<file path="config.mk">
export PLATFORM = sky130hd
export DESIGN_NAME = attribute_span_scanner_top
export DESIGN_NICKNAME = d
export VERILOG_FILES = /design/src/rtl/asc_pkg.sv /design/src/rtl/attribute_span_scanner_top.sv
export SDC_FILE = /design/constraint.sdc
export NUM_CORES = 1
export LEC_CHECK = 0
export ABC_AREA = 1
export BUFFER_PORTS_ARGS = -buffer_cell sky130_fd_sc_hd__buf_2
export CORE_AREA = 2 2 253 230
export CTS_CLUSTER_DIAMETER = 150
export DETAILED_ROUTE_END_ITERATION = 7
export DIE_AREA = 0 0 255 232
export GPL_TIMING_DRIVEN = 0
export PLACE_DENSITY_LB_ADDON = 0.08
export SLEW_MARGIN = 20
export SYNTH_ARGS = -nofsm -noshare
export SYNTH_HDL_FRONTEND = slang
export SYNTH_SLANG_ARGS = --single-unit
</file>
<file path="constraint.sdc">
create_clock -name clk -period 18.36 [get_ports clk]
set_input_delay 3.672 -clock clk [delete_from_list [all_inputs] [get_ports clk]]
set_output_delay 3.672 -clock clk [all_outputs]
set_load 0.02 [all_outputs]
</file>
<file path="src/rtl/asc_pkg.sv">
// ----------------------------------------------------------------------------
// asc_pkg
// Shared types and constants for the attribute span scanner.
// ----------------------------------------------------------------------------
package asc_pkg;

  // Position width of offsets, indexes and spans
  localparam int unsigned POS_W = 32;

  // Scanner state codes
  localparam logic [2:0] ST_INVALID    = 3'd0;
  localparam logic [2:0] ST_KEY        = 3'd1;
  localparam logic [2:0] ST_PRE_ASSIGN = 3'd2;
  localparam logic [2:0] ST_ASSIGN     = 3'd3;
  localparam logic [2:0] ST_DQ_STRING  = 3'd4;
  localparam logic [2:0] ST_SQ_STRING  = 3'd5;
  localparam logic [2:0] ST_VALUE      = 3'd6;
  localparam logic [2:0] ST_VALID      = 3'd7;

  // Character codes
  localparam logic [7:0] CH_SPACE = 8'h20;
  localparam logic [7:0] CH_TAB   = 8'h09;
  localparam logic [7:0] CH_LF    = 8'h0A;
  localparam logic [7:0] CH_CR    = 8'h0D;
  localparam logic [7:0] CH_EQ    = 8'h3D;
  localparam logic [7:0] CH_DQ    = 8'h22;
  localparam logic [7:0] CH_SQ    = 8'h27;

  // Input word
  typedef struct packed {
    logic [7:0]       byte_value;
    logic             first_byte;
    logic             last_byte;
    logic [POS_W-1:0] region_base;
  } in_word_t;

  // Result word
  typedef struct packed {
    logic             span_found;
    logic [POS_W-1:0] span_start;
    logic [POS_W-1:0] span_end;
    logic             region_done;
  } out_word_t;

endpackage

</file>
<file path="src/rtl/attribute_span_scanner_top.sv">
// ----------------------------------------------------------------------------
// attribute_span_scanner_top
// Scans a tag's attribute region one byte per word and reports attribute spans.
// ----------------------------------------------------------------------------
// Usage:
//   in_valid/in_stall/in_data carry one byte of the attribute region per word,
//   with first_byte opening a region (latches region_base, clears the index
//   and the scanner state) and last_byte closing it.
//   out_valid/out_stall/out_data return exactly one result word per input
//   word: span_found with absolute span_start/span_end, and region_done.
//   A result is registered in the output register, or in the skid register
//   while output is held. Throughput: one byte per cycle when in_stall is low,
//   set by one pass of state update and two position adds ahead of out_r.
//   When the receiver stalls, one more word is taken into a skid register;
//   in_stall then rises until the output drains. Stall never drops data.
//   Reset (rst_n low, synchronous) empties both output registers, sets the
//   scanner to invalid and clears index, key start and base to zero.
//   Positions wrap modulo 2^32.
// ----------------------------------------------------------------------------
module attribute_span_scanner_top
  import asc_pkg::*;
(
  input  logic      clk,
  input  logic      rst_n,
  input  logic      in_valid,
  output logic      in_stall,
  input  in_word_t  in_data,
  output logic      out_valid,
  input  logic      out_stall,
  output out_word_t out_data
);

  // Scanner state
  logic [2:0]       state_r;
  logic [POS_W-1:0] key_idx_r;
  logic [POS_W-1:0] idx_r;
  logic [POS_W-1:0] base_r;

  // Output and skid stages
  logic      out_valid_r;
  out_word_t out_r;
  logic      skid_valid_r;
  out_word_t skid_r;

  // Next values
  logic [2:0]       state_nxt;
  logic [POS_W-1:0] key_idx_nxt;
  logic [POS_W-1:0] idx_cur;
  logic [POS_W-1:0] base_cur;
  logic [2:0]       s_cur;
  logic [2:0]       s_scan;
  logic             extra;
  logic             is_ws;
  out_word_t        res;

  logic in_acc;
  logic out_take;

  assign in_stall  = skid_valid_r;
  assign in_acc    = in_valid && !skid_valid_r;
  assign out_take  = out_valid_r && !out_stall;
  assign out_valid = out_valid_r;
  assign out_data  = out_r;

  // Region start overrides stored state
  always_comb begin
    s_cur    = in_data.first_byte ? ST_INVALID : state_r;
    idx_cur  = in_data.first_byte ? '0 : idx_r;
    base_cur = in_data.first_byte ? in_data.region_base : base_r;
    is_ws    = (in_data.byte_value == CH_SPACE) || (in_data.byte_value == CH_TAB) ||
               (in_data.byte_value == CH_LF) || (in_data.byte_value == CH_CR);
  end

  // State transition on the current byte
  always_comb begin
    s_scan      = s_cur;
    extra       = 1'b0;
    key_idx_nxt = key_idx_r;
    if (is_ws) begin
      unique case (s_cur)
        ST_KEY:   s_scan = ST_PRE_ASSIGN;
        ST_VALUE: s_scan = ST_VALID;
        default:  s_scan = s_cur;
      endcase
    end else if (in_data.byte_value == CH_EQ) begin
      unique case (s_cur) inside
        ST_KEY, ST_PRE_ASSIGN: s_scan = ST_ASSIGN;
        ST_ASSIGN, ST_VALUE:   s_scan = ST_INVALID;
        default:               s_scan = s_cur;
      endcase
    end else if (in_data.byte_value == CH_DQ || in_data.byte_value == CH_SQ) begin
      unique case (s_cur) inside
        ST_DQ_STRING: begin
          if (in_data.byte_value == CH_DQ) begin
            s_scan = ST_VALID;
            extra  = 1'b1;
          end
        end
        ST_SQ_STRING: begin
          if (in_data.byte_value == CH_SQ) begin
            s_scan = ST_VALID;
            extra  = 1'b1;
          end
        end
        ST_KEY, ST_PRE_ASSIGN, ST_VALUE: s_scan = ST_INVALID;
        ST_ASSIGN: s_scan = (in_data.byte_value == CH_DQ) ? ST_DQ_STRING : ST_SQ_STRING;
        default:   s_scan = s_cur;
      endcase
    end else begin
      unique case (s_cur)
        ST_INVALID: begin
          s_scan      = ST_KEY;
          key_idx_nxt = idx_cur;
        end
        ST_PRE_ASSIGN: s_scan = ST_INVALID;
        ST_ASSIGN:     s_scan = ST_VALUE;
        default:       s_scan = s_cur;
      endcase
    end
  end

  // Span report and final state
  always_comb begin
    res             = '0;
    res.region_done = in_data.last_byte;
    state_nxt       = s_scan;
    if (s_scan == ST_VALID) begin
      res.span_found = 1'b1;
      res.span_start = base_cur + key_idx_nxt;
      res.span_end   = base_cur + idx_cur + POS_W'(extra);
      state_nxt      = ST_INVALID;
    end else if (in_data.last_byte && s_scan == ST_VALUE) begin
      res.span_found = 1'b1;
      res.span_start = base_cur + key_idx_nxt;
      res.span_end   = base_cur + idx_cur;
    end
    if (in_data.last_byte) begin
      state_nxt = ST_INVALID;
    end
  end

  // Scanner state registers
  always_ff @(posedge clk) begin
    if (!rst_n) begin
      state_r   <= ST_INVALID;
      key_idx_r <= '0;
      idx_r     <= '0;
      base_r    <= '0;
    end else if (in_acc) begin
      state_r   <= state_nxt;
      key_idx_r <= key_idx_nxt;
      idx_r     <= idx_cur + POS_W'(1);
      base_r    <= base_cur;
    end
  end

  // Output / skid control
  always_ff @(posedge clk) begin
    if (!rst_n) begin
      out_valid_r  <= 1'b0;
      skid_valid_r <= 1'b0;
    end else if (!out_valid_r || out_take) begin
      if (skid_valid_r) begin
        out_valid_r  <= 1'b1;
        skid_valid_r <= 1'b0;
      end else begin
        out_valid_r <= in_acc;
      end
    end else if (in_acc) begin
      skid_valid_r <= 1'b1;
    end
  end

  // Output / skid payload
  always_ff @(posedge clk) begin
    if (!out_valid_r || out_take) begin
      out_r <= skid_valid_r ? skid_r : res;
    end else if (in_acc) begin
      skid_r <= res;
    end
  end

`ifndef SYNTH
  // Skid only fills behind a held output word
  a_skid_behind_out: assert property (@(posedge clk) disable iff (!rst_n)
    skid_valid_r |-> out_valid_r)
    else $error("skid holds a word while output register is empty");

  // No span, no positions
  a_empty_span_zero: assert property (@(posedge clk) disable iff (!rst_n)
    (out_valid_r && !out_r.span_found) |-> (out_r.span_start == '0 && out_r.span_end == '0))
    else $error("span positions set without span_found");

  // Region end leaves scanner idle
  a_last_clears: assert property (@(posedge clk) disable iff (!rst_n)
    (in_acc && in_data.last_byte) |=> (state_r == ST_INVALID))
    else $error("scanner not idle after last byte");

  // A completed attribute is never left in the stored state
  a_no_valid_state: assert property (@(posedge clk) disable iff (!rst_n)
    state_r != ST_VALID)
    else $error("valid state stored");

  // Index advances by one per accepted word without region start
  a_index_step: assert property (@(posedge clk) disable iff (!rst_n)
    (in_acc && !in_data.first_byte) |=> (idx_r == $past(idx_r) + POS_W'(1)))
    else $error("byte index did not advance");
`endif

endmodule
</file>
; ---- After elaboration in Yosys (flattened, before gate mapping)
; Cells that the tools add are included.
[totals]
reg_bits = 233
input_bits = 46
output_inout_bits = 68
wordCells = 81
[op_classes]
n_addsub = 4
n_eq_ne = 15
n_mux = 29
n_bitwise = 2
reduce_logical = 17
[op_table]
columns = operator, count
row1 = $mux W32, 6
row2 = $mux W65, 2
row3 = $mux W66, 1
row4 = $add A32 B32 Y32, 2
row5 = $add A32 B1 Y32, 1
row6 = $add A32 B1 Y32 const B, 1
row7 = $eq A8 B6 Y1 const B, 4
row8 = $eq A8 B4 Y1 const B, 3
row9 = $mux W3, 8
row10 = $eq A3 B3 Y1 const B, 5
row11 = $pmux W3 S2, 2
row12 = $pmux W3 S4, 1
row13 = $pmux W3 S3, 1
row14 = $mux W1, 7
row15 = $eq A3 B2 Y1 const B, 2
row16 = $reduce_or A2 Y1, 3
row17 = $logic_or A1 B1 Y1, 5
row18 = $eq A3 B1 Y1 const B, 1
row19 = $logic_and A1 B1 Y1, 3
row20 = $logic_not A1 Y1, 3
row21 = $logic_not A3 Y1, 1
row22 = $reduce_or A3 Y1, 1
row23 = $not A1 Y1, 2
row24 = $pmux W1 S2, 1
row25 = $reduce_and A2 Y1, 1

; ---- Depth between registers and ports, before layout
[logic_depth]
word_depth = 12
ltp_mapped = 28
mapped_depth_nobuf = 25

; ---- Worst setup path before layout
; No wires, ideal clock.
[synth_timing]
path_type = input to register
from = input port out_stall
to = register skid_r[0] (netlist name) (enable)
setup_time_ps = 491
t_arrival_ps = 8122
required_ps = 17869
path_slack_ps = 9747
stages = 2
path_buffers = 0
path_cell_list = nand2_1 nor2_1
[synth_via]
elab_chain_cells = 5
[synth_rtl]
columns = item, line
row1 = start: declaration, attribute_span_scanner_top.sv:29  ; input logic out_stall,
row2 = $logic_not A1 Y1, attribute_span_scanner_top.sv:61  ; assign out_take = out_valid_r && !out_stall;
row3 = $logic_and A1 B1 Y1, attribute_span_scanner_top.sv:61
row4 = $logic_or A1 B1 Y1, attribute_span_scanner_top.sv:176  ; if (!out_valid_r || out_take) begin
row5 = $not A1 Y1 (no line), --
row6 = $reduce_and A2 Y1 (no line), --
row7 = end signal: assignment, attribute_span_scanner_top.sv:179  ; skid_r <= res;
row8 = end: declaration, attribute_span_scanner_top.sv:43  ; out_word_t skid_r;
; No other way between the ends.
; A chain may end at the register's enable or synchronous reset.

==> summary.md <==
| Metric | Value |
|---|---|
| Largest net degree at the start of global routing | `39` |
| Routed wire length | `57.0 mm` |
| Initial core utilization | `0.278` |
| Main synth FF type | `edfxtp_1` |
| Sw Share | `0.274` |
| Worst-path clk slew | `0.05 ns` |
| Unrepaired setup endpoints after global routing | `false` |
| CTS tree | `built` |
| Yosys warns | `0` |
| Clock power frac | `0.443` |
| Worst Setup Path Type | `in -> reg` |
| Port bufs | `112` |
| P per Cell Area | `74.2 nW/um2` |
| GRT Residual Overflow | `0` |
| Global-route wire length before repair | `86.6 mm` |
| Total power after layout | `1.36 mW` |
| LEAKAGE | `8.20 nW` |
| Combinational share of power | `0.132` |
| Tightest Pin Transition | `1.05 ns` |
| Sequential share of power | `0.425` |
| Cell row count | `83` |
| CP Launch Point | `in_data[33]` |
| Diode count | `0` |
| Synth top area cells | `edfxtp_1 (25%), nand2_1 (15%), dfxtp_1 (13%)` |
| DRT iter0 DRCs | `1032` |
| Maximum fanout along the worst path | `10` |
| R2R Path Start | `state_r[1]` |
| Post-CTS Setup Repair Bufs | `0` |
| Commonest cells after routing, fill and taps aside | `nand2_1 (614), inv_1 (268), nor2_1 (183)` |
| Commonest non-fill, non-tap cell in the layout | `nand2_1` |
| VDD IR-drop max | `0.0000631 V` |
| Die ar. | `59200 um2` |
| Worst hold start | `base_r[19]` |
| Antenna Violating Nets Remaining | `0` |
| FF+latch count, synth | `233` |
| Fin util | `0.323` |
| Clk buf depth | `3` |
| Register area | `5990 um2` |
| RD Place Congestion | `0.880` |
| Mapped Cells | `2199` |
| Cell Area, Synth | `15700 um2` |
| Die width | `255 um` |
| Sw Pwr | `0.372 mW` |
| # resized after CTS | `0` |
| Critical path capture point type | `register` |
| Via Count | `14.8k` |
| Final nets | `2455` |
| Mean post-synth cell area | `7.14 um2` |
| Clock Skew | `0.0230 ns` |
| Total track usage | `0.193` |
| Final setup vio count | `0` |
| Final Cycle Share | `0.467` |
| Filler cell count | `6281` |
| Area occupied by multi-input gates | `8340 um2` |
| Status | `completed` |
| Clock sinks | `233` |
| Die Height | `232 um` |
| Post-DR vias/cell | `4.71` |
| 1st-pass router iterations | `6` |
| Seq/Total Area, Yosys | `0.381` |
| Ys async rst share | `0` |
| Worst EP arrival | `8.91 ns` |
| DRC viols | `0` |
| Antenna violations before repair | `0` |
| Startpoint types | `primary input` |
| Dominant cell type by area after synthesis | `edfxtp_1` |
| Num CTS Buffers | `30` |
| I/O Pins | `114` |
| Post-Syn Nets | `2308` |
| Hold Slack | `0.445 ns` |
| Area share of the largest cell type after synthesis | `0.252` |
| Slew margin rel. | `0.295` |
| Root buffer cell | `clkbuf_16` |
| H-tree Lvls | `1` |
| Fin area | `18300 um2` |
| Core footprint | `56600 um2` |
| Hold crit path type | `reg -> reg` |
| WL/cell | `18.2 um` |
| HPWL after DPL | `46.8 mm` |
| Final hold violation count | `0` |
| Area growth syn-to-layout | `16.5%` |
| Fmax | `117 MHz` |
| Placed Area | `17300 um2` |
| Period minus WS final | `8.57 ns` |
| MaxCap Viol Count | `0` |
| Post-synth EDFFs | `132` |
| WP data required | `18.70 ns` |
| Number of global-route vias before repair | `14.2k` |
| Count of cell types in the netlist | `59` |
| Post-route setup TNS | `0 ns` |
| Max-slew violation count | `0` |
| Fraction of layout cells with a size suffix above 1 | `0.134` |
| Internal power | `0.986 mW` |
| Clk_lat worst skew | `0.59 ns` |
| CTS hold repair buffers | `0` |
## synthesized netlist by cell type, types with 10 or more instances
| cell type | instances |
|---|---|
| nand2_1 | 615 |
| a31oi_1 | 14 |
| nand2_4 | 14 |
| nor2_1 | 184 |
| o21ai_1 | 23 |
| ha_1 | 61 |
| nor2_2 | 20 |
| edfxtp_1 | 132 |
| clkbuf_1 | 46 |
| inv_2 | 18 |
| nand3_1 | 95 |
| inv_1 | 268 |
| nand3_2 | 11 |
| nand2_2 | 31 |
| nand4_1 | 33 |
| a21oi_1 | 171 |
| a21oi_2 | 10 |
| dfxtp_1 | 101 |
| o21ai_0 | 182 |
| nor3_1 | 26 |
| xor2_1 | 13 |
## worst paths after layout
path / end / slack [ns] / depth (start not counted)
max: out_data[30] / 9.79 / 22
min: base_r[19] / 0.45 / 2
max reg2reg: out_data[59] / 13.24 / 21
min reg2reg: base_r[19] / 0.45 / 2
## stage by stage
| stage | cells | setup WS, ns |
|---|---|---|
| 6_report | 3131 | 9.79 |
| 5_1_grt | 3131 | 9.31 |
| 4_1_cts | 3131 | 9.91 |
| 3_5_place_dp | 3079 | 9.31 |
| 3_3_place_gp | 3076 | 6.66 |
| 2_1_floorplan | 2199 | 9.75 |
## registers in the layout, indices dropped and copies added (netlist names)
register   cells
key_idx_r     32
out_valid      1
state_r        3
skid_r        66
base_r        32
in_stall       1
idx_r         32
out_data      66
## cells by family (layout without fill, tap and decap cells)
logic type / Yosys count / in the layout / share of synthesized area
AO/OA/AOI/OAI: 452 / 452 / 0.158
flip-flops: 233 / 233 / 0.381
XOR/XNOR: 21 / 21 / 0.0117
adder cells (fa/ha/maj): 63 / 63 / 0.0511
buffers and inverters: 355 / 522 / 0.0888
AND/OR/NAND/NOR: 1075 / 1075 / 0.310
## routing by layer
layer  vias to the layer above  share of wire  GRT usage
met5                         -              0          0
met4                         0          0.019     0.0395
met3                        61          0.037     0.0210
met2                       289           0.42      0.292
met1                      6847           0.53      0.292
li1                       7555              -          -
## cell type report
| cell class | instances | area share |
|---|---|---|
| flip-flops and latches | 233 | 0.327 |
| clock inverters | 10 | 0.00718 |
| multi-input cells | 1611 | 0.456 |
| plain buffers | 67 | 0.0169 |
| inverters | 288 | 0.0593 |
| repair buffers | 115 | 0.0339 |
| clock buffers | 42 | 0.0474 |
| well taps | 765 | 0.0523 |
## critical path: stages
cell and delay [ns]:
buf_6 0.14, buf_2 0.24, buf_1 0.41, clkbuf_1 0.56
clkbuf_1 0.46, o21ai_0 0.49, ha_1 0.62, nand2_1 0.13
nor2_1 0.16, inv_1 0.08, nor3_1 0.37, nand3_1 0.25
nand3_1 0.18, nand2_1 0.06, nand2_1 0.19, nand2_1 0.13
nor3_1 0.33, nand3_1 0.13, nand2_1 0.09, nand2_1 0.07
nand2_1 0.06, nand2_1 0.05
## power by group through the flow
stage	logic (mW)	registers [mW]	clock network (mW)
final	0.179	0.577	0.602
after global routing	0.198	0.579	0.636
after CTS	0.180	0.577	0.620
after detailed placement	0.179	0.588	0
after global placement	0.177	0.589	0
after floorplan	0.0992	0.599	0
Note: power is estimated with default switching activity, not from simulation.
